<file path="src/assert_macros.svh">
// assertion macros used by the node's top-level rtl file
`ifndef ASSERT_MACROS_SVH
`define ASSERT_MACROS_SVH

// same-cycle implication, disabled while reset is low
`define ASSERT_SAME(lbl, clk, rst_n, ante, cons) \
    lbl: assert property (@(posedge clk) disable iff (!rst_n) (ante) |-> (cons)) \
        else $error("assertion failed");

// next-cycle implication, disabled while reset is low
`define ASSERT_NEXT(lbl, clk, rst_n, ante, cons) \
    lbl: assert property (@(posedge clk) disable iff (!rst_n) (ante) |=> (cons)) \
        else $error("assertion failed");

`endif

</file>
<file path="src/ewm_pkg.sv">
`timescale 1ns / 1ps
// ---------------------------------------------------------------------------
// ewm_pkg
// types, field widths and codes shared by the echo-wave node modules
// ---------------------------------------------------------------------------
package ewm_pkg;

    localparam int ID_W   = 8;
    localparam int TAG_W  = 2;
    localparam int VAL_W  = 32;
    localparam int CNT_W  = 4;
    localparam int IDS_W  = 64;
    localparam int CIDX_W = 2;

    localparam logic [TAG_W-1:0] TAG_DOWN = 2'd0;
    localparam logic [TAG_W-1:0] TAG_CALC = 2'd1;
    localparam logic [TAG_W-1:0] TAG_UP   = 2'd2;
    localparam logic [TAG_W-1:0] TAG_END  = 2'd3;

    typedef enum logic [CIDX_W-1:0] {
        CFG_IS_INITIATOR   = 2'd0,
        CFG_NEIGHBOR_COUNT = 2'd1,
        CFG_NEIGHBOR_IDS   = 2'd2,
        CFG_LOCAL_VALUE    = 2'd3
    } t_cfg_idx;

    typedef enum logic [1:0] {
        PH_IDLE     = 2'd0,
        PH_WAVE     = 2'd1,
        PH_REPORTED = 2'd2,
        PH_DONE     = 2'd3
    } t_phase;

    typedef enum logic {
        ST_IDLE = 1'b0,
        ST_EMIT = 1'b1
    } t_state;

    // controller to datapath
    typedef struct packed {
        logic accept;
        logic load;
    } t_ctrl;

    // datapath to controller
    typedef struct packed {
        logic slot_free;
        logic last;
    } t_stat;

endpackage

</file>
<file path="src/echo_wave_min_node.sv">
`timescale 1ns / 1ps
// ---------------------------------------------------------------------------
// echo_wave_min_node
// one node of an echo-wave minimum reduction
// ---------------------------------------------------------------------------
// input channel (i_valid / o_ready) takes a start command or a received
// message; output channel (o_valid / i_ready) returns one to eight result
// items per input item, the final one flagged by o_last. an item that sends
// nothing still returns one result with o_send_valid low.
// configuration is a plain write port (i_cfg_we, i_cfg_index, i_cfg_data),
// to be written only while the node is idle; the node does not enforce this.
// timing: an accepted item moves the sequencer to its emit state, which loads
// its results into the output register, one result per cycle while the
// receiver is ready; the next item is taken in the cycle after its last
// result is loaded. the single output register, paced by the emit
// sequencer, sets this rate.
// when the receiver stalls, the emitter holds until the output register is
// taken; the final result may wait there while the next item is accepted.
// reset (synchronous, active low) returns the configuration to its defaults,
// the node to the idle phase with empty masks, and drops o_valid.
// ---------------------------------------------------------------------------
`include "assert_macros.svh"

module echo_wave_min_node #(
    parameter int MAX_NEIGHBORS = 8,
    parameter int NODE_ID_BITS  = 8
) (
    input  logic                              i_clk,
    input  logic                              i_rst_n,
    input  logic                              i_cfg_we,
    input  logic [ewm_pkg::CIDX_W-1:0]        i_cfg_index,
    input  logic [ewm_pkg::IDS_W-1:0]         i_cfg_data,
    input  logic                              i_valid,
    output logic                              o_ready,
    input  logic                              i_command,
    input  logic [ewm_pkg::ID_W-1:0]          i_source_node,
    input  logic [ewm_pkg::TAG_W-1:0]         i_msg_tag,
    input  logic signed [ewm_pkg::VAL_W-1:0]  i_msg_value,
    output logic                              o_valid,
    input  logic                              i_ready,
    output logic                              o_send_valid,
    output logic [ewm_pkg::ID_W-1:0]          o_dest_node,
    output logic [ewm_pkg::TAG_W-1:0]         o_out_tag,
    output logic signed [ewm_pkg::VAL_W-1:0]  o_out_value,
    output logic                              o_last,
    output logic                              o_finished,
    output logic                              o_status
);
    import ewm_pkg::*;

    t_ctrl w_ctrl;
    t_stat w_stat;

    ewm_ctrl u_ctrl (
        .i_clk   (i_clk),
        .i_rst_n (i_rst_n),
        .i_valid (i_valid),
        .o_ready (o_ready),
        .i_stat  (w_stat),
        .o_ctrl  (w_ctrl)
    );

    ewm_datapath #(
        .MAX_NEIGHBORS (MAX_NEIGHBORS),
        .NODE_ID_BITS  (NODE_ID_BITS)
    ) u_dp (
        .i_clk         (i_clk),
        .i_rst_n       (i_rst_n),
        .i_cfg_we      (i_cfg_we),
        .i_cfg_index   (i_cfg_index),
        .i_cfg_data    (i_cfg_data),
        .i_command     (i_command),
        .i_source_node (i_source_node),
        .i_msg_tag     (i_msg_tag),
        .i_msg_value   (i_msg_value),
        .i_ctrl        (w_ctrl),
        .o_stat        (w_stat),
        .i_ready       (i_ready),
        .o_valid       (o_valid),
        .o_send_valid  (o_send_valid),
        .o_dest_node   (o_dest_node),
        .o_out_tag     (o_out_tag),
        .o_out_value   (o_out_value),
        .o_last        (o_last),
        .o_finished    (o_finished),
        .o_status      (o_status)
    );

    // no item is taken while results of the previous one are still emitted
    `ASSERT_SAME(a_accept_not_load, i_clk, i_rst_n, w_ctrl.accept, !w_ctrl.load)
    // after an accept the input side is busy until its results are out
    `ASSERT_NEXT(a_busy_after_accept, i_clk, i_rst_n, w_ctrl.accept, !o_ready)
    // loading the final result frees the input side
    `ASSERT_NEXT(a_ready_after_last, i_clk, i_rst_n, w_ctrl.load && w_stat.last,
                 o_ready && o_valid && o_last)
    // a loaded result always lands in the output register
    `ASSERT_NEXT(a_load_shows, i_clk, i_rst_n, w_ctrl.load, o_valid)

endmodule

</file>
<file path="src/ewm_ctrl.sv">
`timescale 1ns / 1ps
// ---------------------------------------------------------------------------
// ewm_ctrl
// sequencer: takes one item, then steps the result emitter until the last one
// ---------------------------------------------------------------------------
module ewm_ctrl (
    input  logic           i_clk,
    input  logic           i_rst_n,
    input  logic           i_valid,
    output logic           o_ready,
    input  ewm_pkg::t_stat i_stat,
    output ewm_pkg::t_ctrl o_ctrl
);
    import ewm_pkg::*;

    t_state r_state;
    t_state n_state;

    always_ff @(posedge i_clk) begin
        if (!i_rst_n) begin
            r_state <= ST_IDLE;
        end else begin
            r_state <= n_state;
        end
    end

    always_comb begin
        n_state       = r_state;
        o_ready       = 1'b0;
        o_ctrl.accept = 1'b0;
        o_ctrl.load   = 1'b0;
        unique case (r_state)
            ST_IDLE: begin
                o_ready = 1'b1;
                if (i_valid) begin
                    o_ctrl.accept = 1'b1;
                    n_state       = ST_EMIT;
                end
            end
            ST_EMIT: begin
                if (i_stat.slot_free) begin
                    o_ctrl.load = 1'b1;
                    if (i_stat.last) begin
                        n_state = ST_IDLE;
                    end
                end
            end
            default: n_state = ST_IDLE;
        endcase
    end

endmodule

</file>
<file path="src/ewm_datapath.sv">
`timescale 1ns / 1ps
// ---------------------------------------------------------------------------
// ewm_datapath
// configuration, wave state, per-item update and the result emitter
// ---------------------------------------------------------------------------
module ewm_datapath #(
    parameter int MAX_NEIGHBORS = 8,
    parameter int NODE_ID_BITS  = 8
) (
    input  logic                              i_clk,
    input  logic                              i_rst_n,
    input  logic                              i_cfg_we,
    input  logic [ewm_pkg::CIDX_W-1:0]        i_cfg_index,
    input  logic [ewm_pkg::IDS_W-1:0]         i_cfg_data,
    input  logic                              i_command,
    input  logic [ewm_pkg::ID_W-1:0]          i_source_node,
    input  logic [ewm_pkg::TAG_W-1:0]         i_msg_tag,
    input  logic signed [ewm_pkg::VAL_W-1:0]  i_msg_value,
    input  ewm_pkg::t_ctrl                    i_ctrl,
    output ewm_pkg::t_stat                    o_stat,
    input  logic                              i_ready,
    output logic                              o_valid,
    output logic                              o_send_valid,
    output logic [ewm_pkg::ID_W-1:0]          o_dest_node,
    output logic [ewm_pkg::TAG_W-1:0]         o_out_tag,
    output logic signed [ewm_pkg::VAL_W-1:0]  o_out_value,
    output logic                              o_last,
    output logic                              o_finished,
    output logic                              o_status
);
    import ewm_pkg::*;

    localparam int M = MAX_NEIGHBORS;

    // configuration
    logic                    r_is_init;
    logic [CNT_W-1:0]        r_nb_count;
    logic [IDS_W-1:0]        r_nb_ids;
    logic signed [VAL_W-1:0] r_local;

    // wave state
    t_phase                  r_phase,  n_phase;
    logic [M-1:0]            r_recv,   n_recv;
    logic [M-1:0]            r_child,  n_child;
    logic                    r_pv,     n_pv;
    logic [NODE_ID_BITS-1:0] r_pid,    n_pid;
    logic signed [VAL_W-1:0] r_min,    n_min;

    // pending results of the current item
    logic [M-1:0]            r_mask,   n_mask;
    logic [TAG_W-1:0]        r_tag,    n_tag;
    logic                    r_up,     n_up;
    logic                    r_status, n_status;

    // output register
    logic                    r_o_valid;
    logic                    r_o_send;
    logic [ID_W-1:0]         r_o_dest;
    logic [TAG_W-1:0]        r_o_tag;
    logic signed [VAL_W-1:0] r_o_value;
    logic                    r_o_last;
    logic                    r_o_fin;
    logic                    r_o_status;

    logic [CNT_W-1:0]        w_cnt;
    logic [M-1:0]            w_all;
    logic [M-1:0]            w_match;
    logic [M-1:0]            w_nparent;
    logic [NODE_ID_BITS-1:0] w_id [M];
    logic [NODE_ID_BITS-1:0] w_src;
    logic                    w_first;
    logic [M-1:0]            w_recv_b;
    logic [M-1:0]            w_child_b;
    logic                    w_pv_b;
    logic [NODE_ID_BITS-1:0] w_pid_b;
    logic signed [VAL_W-1:0] w_min_b;
    logic [M-1:0]            w_low;
    logic [NODE_ID_BITS-1:0] w_sel_id;
    logic                    w_e_send;
    logic [ID_W-1:0]         w_e_dest;
    logic [TAG_W-1:0]        w_e_tag;
    logic                    w_e_last;

    always_ff @(posedge i_clk) begin
        if (!i_rst_n) begin
            r_is_init  <= 1'b0;
            r_nb_count <= CNT_W'(1);
            r_nb_ids   <= '0;
            r_local    <= '0;
        end else if (i_cfg_we) begin
            unique case (t_cfg_idx'(i_cfg_index))
                CFG_IS_INITIATOR:   r_is_init  <= i_cfg_data[0];
                CFG_NEIGHBOR_COUNT: r_nb_count <= i_cfg_data[CNT_W-1:0];
                CFG_NEIGHBOR_IDS:   r_nb_ids   <= i_cfg_data;
                CFG_LOCAL_VALUE:    r_local    <= signed'(i_cfg_data[VAL_W-1:0]);
                default: ;
            endcase
        end
    end

    assign w_cnt = (r_nb_count > CNT_W'(M)) ? CNT_W'(M) : r_nb_count;
    assign w_src = i_source_node[NODE_ID_BITS-1:0];

    assign w_first   = (r_phase == PH_IDLE);
    assign w_recv_b  = w_first ? '0 : r_recv;
    assign w_child_b = w_first ? '0 : r_child;
    assign w_pv_b    = w_first ? 1'b1 : r_pv;
    assign w_pid_b   = w_first ? w_src : r_pid;
    assign w_min_b   = w_first ? r_local : r_min;

    always_comb begin
        for (int i = 0; i < M; i++) begin
            w_id[i]      = r_nb_ids[i*ID_W +: NODE_ID_BITS];
            w_all[i]     = (CNT_W'(i) < w_cnt);
            w_match[i]   = w_all[i] && (w_id[i] == w_src);
            w_nparent[i] = w_all[i] && (w_id[i] != w_pid_b);
        end
    end

    // state update of one accepted item
    always_comb begin
        n_phase  = r_phase;
        n_recv   = r_recv;
        n_child  = r_child;
        n_pv     = r_pv;
        n_pid    = r_pid;
        n_min    = r_min;
        n_mask   = '0;
        n_tag    = TAG_DOWN;
        n_up     = 1'b0;
        n_status = 1'b0;
        if (!i_command) begin
            if (r_is_init && (r_phase == PH_IDLE)) begin
                n_min   = r_local;
                n_recv  = '0;
                n_child = '0;
                n_pv    = 1'b0;
                n_pid   = '0;
                n_phase = (w_cnt == '0) ? PH_DONE : PH_WAVE;
                n_mask  = w_all;
                n_tag   = TAG_DOWN;
            end else begin
                n_status = 1'b1;
            end
        end else if ((r_phase == PH_IDLE) && r_is_init) begin
            n_status = 1'b1;
        end else if ((r_phase == PH_IDLE) || (r_phase == PH_WAVE)) begin
            n_recv  = w_recv_b | w_match;
            n_child = w_child_b | ((i_msg_tag == TAG_UP) ? w_match : '0);
            n_pv    = w_pv_b;
            n_pid   = w_pid_b;
            n_min   = (i_msg_value < w_min_b) ? i_msg_value : w_min_b;
            n_phase = PH_WAVE;
            if (w_first) begin
                n_mask = w_nparent;
                n_tag  = TAG_CALC;
            end
            // a completing first message leaves no calc to send, so the masks never clash
            if ((n_recv & w_all) == w_all) begin
                if (w_pv_b) begin
                    n_up    = 1'b1;
                    n_phase = PH_REPORTED;
                end else begin
                    n_mask  = n_child & w_all;
                    n_tag   = TAG_END;
                    n_phase = PH_DONE;
                end
            end
        end else if ((r_phase == PH_REPORTED) && (i_msg_tag == TAG_END)) begin
            n_min   = (i_msg_value < r_min) ? i_msg_value : r_min;
            n_mask  = r_child & w_all;
            n_tag   = TAG_END;
            n_phase = PH_DONE;
        end else begin
            n_status = 1'b1;
        end
    end

    // lowest pending neighbor goes out first
    assign w_low = r_mask & (~r_mask + M'(1));

    always_comb begin
        w_sel_id = '0;
        for (int i = 0; i < M; i++) begin
            w_sel_id = w_sel_id | ({NODE_ID_BITS{w_low[i]}} & w_id[i]);
        end
    end

    always_comb begin
        if (r_mask != '0) begin
            w_e_send = 1'b1;
            w_e_dest = ID_W'(w_sel_id);
            w_e_tag  = r_tag;
            w_e_last = ((r_mask & ~w_low) == '0) && !r_up;
        end else if (r_up) begin
            w_e_send = 1'b1;
            w_e_dest = ID_W'(r_pid);
            w_e_tag  = TAG_UP;
            w_e_last = 1'b1;
        end else begin
            // nothing to send: one empty result
            w_e_send = 1'b0;
            w_e_dest = '0;
            w_e_tag  = TAG_DOWN;
            w_e_last = 1'b1;
        end
    end

    assign o_stat.slot_free = !r_o_valid || i_ready;
    assign o_stat.last      = w_e_last;

    always_ff @(posedge i_clk) begin
        if (!i_rst_n) begin
            r_phase <= PH_IDLE;
            r_recv  <= '0;
            r_child <= '0;
            r_pv    <= 1'b0;
            r_pid   <= '0;
            r_min   <= '0;
            r_mask  <= '0;
            r_up    <= 1'b0;
        end else if (i_ctrl.accept) begin
            r_phase <= n_phase;
            r_recv  <= n_recv;
            r_child <= n_child;
            r_pv    <= n_pv;
            r_pid   <= n_pid;
            r_min   <= n_min;
            r_mask  <= n_mask;
            r_up    <= n_up;
        end else if (i_ctrl.load) begin
            if (r_mask != '0) begin
                r_mask <= r_mask & ~w_low;
            end else begin
                r_up <= 1'b0;
            end
        end
    end

    always_ff @(posedge i_clk) begin
        if (i_ctrl.accept) begin
            r_tag    <= n_tag;
            r_status <= n_status;
        end
    end

    always_ff @(posedge i_clk) begin
        if (!i_rst_n) begin
            r_o_valid <= 1'b0;
        end else if (i_ctrl.load) begin
            r_o_valid <= 1'b1;
        end else if (i_ready) begin
            r_o_valid <= 1'b0;
        end
    end

    always_ff @(posedge i_clk) begin
        if (i_ctrl.load) begin
            r_o_send   <= w_e_send;
            r_o_dest   <= w_e_dest;
            r_o_tag    <= w_e_tag;
            r_o_value  <= r_min;
            r_o_last   <= w_e_last;
            r_o_fin    <= (r_phase == PH_DONE);
            r_o_status <= r_status;
        end
    end

    assign o_valid      = r_o_valid;
    assign o_send_valid = r_o_send;
    assign o_dest_node  = r_o_dest;
    assign o_out_tag    = r_o_tag;
    assign o_out_value  = r_o_value;
    assign o_last       = r_o_last;
    assign o_finished   = r_o_fin;
    assign o_status     = r_o_status;

endmodule

</file>
<file path="config.mk">
export PLATFORM = sky130hd
export DESIGN_NAME = echo_wave_min_node
export DESIGN_NICKNAME = d
export VERILOG_FILES = /design/src/ewm_pkg.sv /design/src/echo_wave_min_node.sv /design/src/ewm_ctrl.sv /design/src/ewm_datapath.sv
export VERILOG_INCLUDE_DIRS = /design/src /design/src/src
export SDC_FILE = /design/constraint.sdc
export NUM_CORES = 1
export LEC_CHECK = 0
export ABC_AREA = 1
export ABC_CLOCK_PERIOD_IN_PS = 3600
export BUFFER_PORTS_ARGS = -buffer_cell sky130_fd_sc_hd__buf_2
export CORE_ASPECT_RATIO = 1.4
export CORE_MARGIN = 2
export CORE_UTILIZATION = 31
export DETAILED_ROUTE_END_ITERATION = 7
export HOLD_SLACK_MARGIN = 0.05
export SLEW_MARGIN = 20
export SYNTH_ARGS = -nofsm -noshare
export SYNTH_HDL_FRONTEND = slang
export SYNTH_SLANG_ARGS = --single-unit
export TNS_END_PERCENT = 20
</file>
<file path="constraint.sdc">
create_clock -name i_clk -period 3.6 [get_ports i_clk]
set_input_delay 0.72 -clock i_clk [delete_from_list [all_inputs] [get_ports i_clk]]
set_output_delay 0.72 -clock i_clk [all_outputs]
set_load 0.02 [all_outputs]
</file>
==> results by group, run 1 <==
Clock network
  – CTS root buffer: clkbuf_16
  – CTS H-Tree Depth: 1
  – Resized Gates After CTS: 0
  – Worst skew pair latency: approximately 560 ps
  – Clock-pin slew on the worst setup and hold paths: roughly 60 ps
  – Clock Sinks: 220
  – Hold_buf cts: 0
  – # Post-CTS Setup Buffers: 0
  – CTS tree: yes
  – Inserted Clock Buffers: 25
  – Clk buf depth: 3

Cells and area
  – Most common cell after layout, fill and taps aside: nand2_1
  – Final Util: between 30 and 40%
  – Layout fillers: 4,677
  – Fin area: about 16,000 µm²
  – Nets: 2,244
  – Most frequent cells in the layout: nand2_1 (453), inv_1 (242), a21oi_1 (193)
  – Synth-to-Final Area Change: 15.7%
  – Fraction of layout cells with a size suffix above 1: a little over an eighth
  – Layout Cells excl Fill: roughly 2,600

Placed design
  – Placed cell area: 15,000 µm²
  – Final Wtd Congestion: between 0.9 and 1
  – # placed instances: 2,595
  – HPWL after DPL: 36,100 µm
  – I/O Buffers: ~160

Hold path
  – Hold Crit Class: in -> reg
  – Hold Path Origin: i_cfg_data[46]
  – WHS Path Cells: 3
  – WHS Endpoint: u_dp.r_nb_ids[46]

STA
  – Period utilisation layout: between 90% and 100%
  – Final Setup Violations: 0
  – Fmax: approximately 0.3 GHz
  – Tmin final: between 3000 and 4000 ps
  – Slew Limit Fails: 0
  – Worst clock skew: between 15 and 20 ps
  – Worst slew pin tran: roughly 990 ps
  – Hold Violations, Final: 0
  – Slew HR: between 30 and 40%
  – Final setup TNS: 0 ps

Setup path
  – Critical Path, Cell by Cell: nor2_8, buf_4, nand2_1, o21ai_0, ha_1, nand2_1, nor4_1, nor4b_2, nand2_1, nand2_1, nand2_2, nand3_4, nand2_1, nand3_1, nand3_1, nand2_1, inv_1
  – CP Class: reg -> reg
  – CP required: 4060 ps
  – R2R cell count: 17
  – CP most frequent cell: nand2_1
  – Arr. time, crit path: 3890 ps
  – Critical path buffers and inverters: 2
  – CP max stage cell: dfxtp_1
  – CP Max Fanout: 20
  – Reg-to-Reg End: u_dp.r_min[24]
  – Critical Path Source: u_dp.r_phase[1]
  – Top delay family on crit path: simple AND/OR/NAND/NOR gates
  – Critical path startpoint category: flip-flop
  – Slowest Stage Delay on Critical Path: between 500 and 600 ps
  – Worst r2r src: u_dp.r_phase[1]
  – Flop2flop setup slack: 170 ps
  – Critical Path End Type: flip-flop

Floorplan
  – Site Rows: 91
  – Die X: roughly 180 µm
  – Initial core utilization: approximately 31%
  – Die Footprint: 45,800 µm²
  – Core area: around 44,000 µm²
  – I/O pin cnt: 162
  – Die Height: 252 µm

Route
  – First-iteration detailed-routing DRC count: about 1,100
  – Via Count: between 10,000 and 15,000
  – WL final: between 40,000 and 50,000 µm
  – Final ANT Viol Nets: 0
  – 1st-pass router iterations: 5
  – DR DRC count: 0
  – Wire per inst: around 19 µm
  – DR vias/cell: between 5 and 6

Job
  – Max Cap Violations: 0

Yosys
  – Mapped cell area: ~14,000 µm²
  – Ys async rst share: 0%
  – Post-synthesis xor/xnor area fraction: between 5 and 6%
  – Adder-Cell Fraction of Synth Area: 5.86%
  – Post-synthesis mux area share: 0%
  – Syn. warnings: 0
  – Net count after synthesis: approximately 2,100
  – Number of synthesized flops with an enable pin: around 50
  – Simple-gate share of the synthesized area: 25.8%
  – Main combinational cell family by area after synthesis: simple AND/OR/NAND/NOR gates
  – Synth Flop Type: dfxtp_1
  – Synth top area share: about a quarter
  – Largest cells by area after synthesis: dfxtp_1 (25%), nand2_1 (12%), edfxtp_1 (11%)
  – Sequential element share of the synthesized area: approximately 36%
  – #FFs+latches synth: 220
  – Cell taking the most area after synthesis: dfxtp_1
  – Syn Inst Count: between 1,500 and 2,000
  – Post-Syn Area per Cell: 7.06 µm²
  – Synth Area in Compound Gates: between 15 and 20%
  – Count of unique library cells instantiated by Yosys: between 50 and 60

Global route
  – Total gr overflow: 0
  – Largest net degree at the start of global routing: 110
  – Global Route Usage Sum: between 20% and 30%
  – Initial antenna violation count: 1
  – Vias in the first global route: approximately 13,000
  – First-pass GRT wire length: 74,800 µm

Pwr
  – P_leak: just over 7 nW
  – Power per cell area: about 500 nW/µm²
  – Total power: 0.00774 W
  – Peak supply drop: approximately 0.33 mV

Status
  – Status: finished, final reports clean
[how the worst max path moves through the flow]
stage / to / slack [ps] / cells past startpoint
3_3_place_gp: u_dp.r_min[16] / 150 / 15
3_5_place_dp: u_dp.r_min[24] / 50 / 15
5_1_grt: u_dp.r_min[7] / -110 / 15
6_report: u_dp.r_min[24] / 170 / 17
4_1_cts: u_dp.r_min[24] / 60 / 15
2_1_floorplan: u_dp.r_min[15] / 420 / 18
[per-layer routing]
metal  GRT usage (%)  up-vias  part of all wire (%)
li1                -     6655                     -
met1            24.5     6186                    39
met2            37.2      532                    49
met3            2.39      129                   5.8
met4            12.1        0                   6.0
met5               0        -                     0
[report_power, final]
part | switching, W | internal, W | leakage (nW)
clock | 0.00110 | 0.00141 | 0.384
sequential | 0.000154 | 0.00275 | 1.87
combinational | 0.00156 | 0.000763 | 4.82
[area by class of cell]
cell class | instances | area (µm²) | area share [%]
clock inverter | 10 | 86.3 | 0.546
tap | 558 | 698 | 4.41
sequential | 220 | 4890 | 30.9
inverter | 257 | 973 | 6.15
clock buffer | 34 | 689 | 4.36
timing repair buffer | 194 | 1090 | 6.90
multi-input combinational | 1368 | 7380 | 46.7
antenna | 1 | 2.50 | 0.0158
[cells in the mapped netlist (all sizes together) (6+ instances only)]
cell and n:
xor2 56, nand3 122, ha 64, o21ai 167
o221ai 6, a21oi 195, edfxtp 49, nand4 52
a221oi 8, buf 41, clkbuf 53, a31oi 7
nand2 465, o211ai 11, nor3 15, nor2 138
xnor2 23, dfxtp 171, o2111ai 6, nor4 9
inv 255
[cell families (layout without fill, tap and decap cells)]
family	count (synthesis)	in the layout
other cells	0	1
buf+inv	351	495
fa+ha+maj	64	64
compound gates	417	417
simple gates	806	808
flops	220	220
xor+xnor	79	79
[registers in the layout, indices dropped and copies added, names as in the netlist, 2 cells and up]
register / count
u_dp.r_nb_count: 4
u_dp.r_local: 32
u_dp.r_phase: 2
u_dp.r_child: 8
u_dp.o_out_tag: 2
u_dp.r_recv: 8
u_dp.o_dest_node: 8
u_dp.r_pid: 8
u_dp.r_nb_ids: 64
u_dp.r_tag: 2
u_dp.o_out_value: 32
u_dp.r_mask: 8
u_dp.r_min: 32
[per-stage QoR]
stage | setup WS [ps] | hold slack, ps
2_1_floorplan | 421 | 400
3_3_place_gp | 152 | 443
3_5_place_dp | 52.9 | 420
4_1_cts | 60.2 | 364
5_1_grt | -114 | 385
6_report | 174 | 388
[worst reg2reg max path, cell delays in order, from the launching register on]
cell,delay [ps]
dfxtp_1,530
nor2_8,140
buf_4,230
nand2_1,70
o21ai_0,100
ha_1,320
nand2_1,50
nor4_1,440
nor4b_2,380
nand2_1,140
nand2_1,90
nand2_2,150
nand3_4,290
nand2_1,100
nand3_1,80
nand3_1,100
nand2_1,80
inv_1,40
Power figures use the tool's default switching activity.
==> run 2, diff against run 1 <==
Settings changed: PLACE_DENSITY set to 0.48.
==> run 2 against run 1 <==
  * Sequential share of layout area about the same
  * Worst hold slack gained 2.5 ps
  * Via count is 1.2% higher
  * Final cell count grew 0.23%
  * Worst setup slack gained 180 ps
  * Global-route usage up 1.4 points
  * Sequential power about the same
  * Sequential cell count unchanged
  * Utilization barely moved
==> results by group, run 2 (synthesis gave the netlist of run 1 again) <==
Cells and area
  – Synth-to-Final Area Change: 15.7%
  – Layout fillers: 4,734
  – Fraction of layout cells with a size suffix above 1: between 10% and 20%
  – Most frequent cells in the layout: nand2_1 (453), inv_1 (243), a21oi_1 (193)
  – Most common cell after layout, fill and taps aside: nand2_1
  – Max reg flops: 64
  – # diodes: 0
  – Nets: between 2,000 and 2,500
  – Layout Cells excl Fill: around 2,600
  – Reg with most FFs: u_dp.r_nb_ids

Route
  – DR DRC count: 0
  – Final ANT Viol Nets: 0
  – WL final: roughly 52,000 µm
  – Wire per inst: a little under 20 µm
  – Via Count: around 14,000
  – First-iteration detailed-routing DRC count: 980
  – DR vias/cell: around 5.2
  – 1st-pass router iterations: 5

Placed design
  – I/O Buffers: ~160
  – HPWL after DPL: between 30,000 and 40,000 µm
  – Post-Place Setup Slack: between 200 and 250 ps
  – Final Wtd Congestion: about 0.93
  – # placed instances: 2,605

Clock network
  – CTS root buffer: clkbuf_16
  – Hold_buf cts: 0
  – # Post-CTS Setup Buffers: 0
  – Inserted Clock Buffers: 25
  – CTS tree: yes
  – Worst skew pair latency: around 550 ps
  – Clock-pin slew on the worst setup and hold paths: 60 ps
  – CTS H-Tree Depth: 1
  – Clock Sinks: 220
  – Clk buf depth: 3
  – Resized Gates After CTS: 0

STA
  – Worst slew pin tran: around 840 ps
  – Fmax: roughly 0.31 GHz
  – Final worst setup slack: around 350 ps
  – Slew Limit Fails: 0
  – Slew HR: 43.9%
  – Final setup TNS: 0 ps
  – Final Setup Violations: 0
  – Hold Violations, Final: 0
  – Tmin final: 3250 ps
  – RSZ-0062 raised after global routing: false
  – Worst clock skew: 23.1 ps
  – Period utilisation layout: 90.3%

Global route
  – M3 GR Usage: under 10%
  – Vias in the first global route: around 14,000
  – Met1 Use GR: 27.0%
  – Global Route Usage Sum: between 20% and 30%
  – First-pass GRT wire length: 79,700 µm
  – Grt met2 use: 40.2%
  – Total gr overflow: 0
  – Largest net degree at the start of global routing: 65
  – Initial antenna violation count: 0
  – GR peak layer: met2

Floorplan
  – Die Height: 252 µm
  – Core area: between 40,000 and 50,000 µm²
  – I/O pin cnt: 162
  – Initial core utilization: between 30% and 40%
  – Die Footprint: 45,800 µm²
  – Site Rows: 91
  – Die X: ~180 µm

Pwr
  – P_leak: 7.08 nW
  – Switch share: approximately 37%
  – Psw: between 0.002 and 0.003 W
  – Power per cell area: between 400 and 500 nW/µm²
  – Gate power share: between 30% and 40%
  – Clock share of power: between 30% and 40%
  – Sequential share of power: a little under two fifths
  – Internal power: slightly below 0.005 W
  – Peak supply drop: roughly 0.33 mV

Setup path
  – CP Class: reg -> reg
  – Critical path startpoint category: flip-flop
  – Arr. time, crit path: around 3700 ps
  – Critical Path Source: u_dp.r_phase[0]
  – CP required: approximately 4000 ps
  – Critical Path End Type: flip-flop
  – CP most frequent cell: nand2_1
  – CP max stage cell: nor2_8
  – Top delay family on crit path: simple AND/OR/NAND/NOR gates
  – Worst r2r src: u_dp.r_phase[0]
  – Critical Path, Cell by Cell: nor2_8, buf_4, nand2_1, o21ai_0, ha_1, a21oi_1, o21a_1, o221ai_1, a21oi_1, nand2_1, nand2_2, nand3_4, nand2_1, nand3_1, nand3_1, nand2_1, inv_1
  – Slowest Stage Delay on Critical Path: 380 ps
  – CP Max Fanout: 32
  – Critical path buffers and inverters: 2

Hold path
  – Hold Path Origin: i_cfg_data[46]
  – Hold Crit Class: in -> reg

Job
  – Max Cap Violations: 0

Status
  – Status: finished, final reports clean
-- run 2: cell types whose count changed in the layout (fill, tap and decap cells not counted), moves of 2 or more --
cell,delta
clkbuf_8,-2
buf_4,+9
clkbuf_1,+8
clkinvlp_4,-2
clkinv_2,-4
-- run 2: cell type report --
| class | instances | area (µm²) | share of cell area (%) |
|---|---|---|---|
| flip-flops and latches | 220 | 4890 | 31.0 |
| repair buffers | 204 | 1170 | 7.40 |
| clock inverters | 2 | 11.3 | 0.0712 |
| inverters | 257 | 970 | 6.13 |
| well taps | 558 | 698 | 4.41 |
| clock buffers | 41 | 717 | 4.53 |
| multi-input cells | 1366 | 7350 | 46.5 |
-- run 2: worst paths after layout --
check | slack [ps] | depth (start not counted) | end
max | 350 | 17 | u_dp.r_min[7]
min reg2reg | 420 | 0 | u_dp.o_status
min | 390 | 3 | u_dp.r_nb_ids[46]
max reg2reg | 350 | 17 | u_dp.r_min[7]
-- run 2: power by group through the flow --
stage,Clock (W),Sequential (W),Combinational (W)
finish,0.00243,0.00290,0.00236
CTS,0.00250,0.00290,0.00237
floorplan,0,0.00299,0.00155
global placement,0,0.00295,0.00234
global route,0.00259,0.00292,0.00263
detailed placement,0,0.00295,0.00236
-- run 2: metal layers --
layer	routed length, µm	share of wire [%]
met4	2520	4.9
met5	0	0
met1	21400	41
met3	2390	4.6
met2	25500	49
-- run 2: per-stage QoR --
step	power, W	cell area [µm²]	hold WS [ps]	utilization (%)
floorplan	0.00453	13700	400	-
global placement	0.00529	15100	409	34.4
detailed placement	0.00531	15100	412	34.4
CTS	0.00777	15800	366	36.1
global route	0.00814	15800	396	36.1
finish	0.00769	15800	391	36.1
-- run 2: tightest hold or removal path, stage by stage --
cell    delay (ps)
buf_2           70
nor2_1          30
nor2_1          80
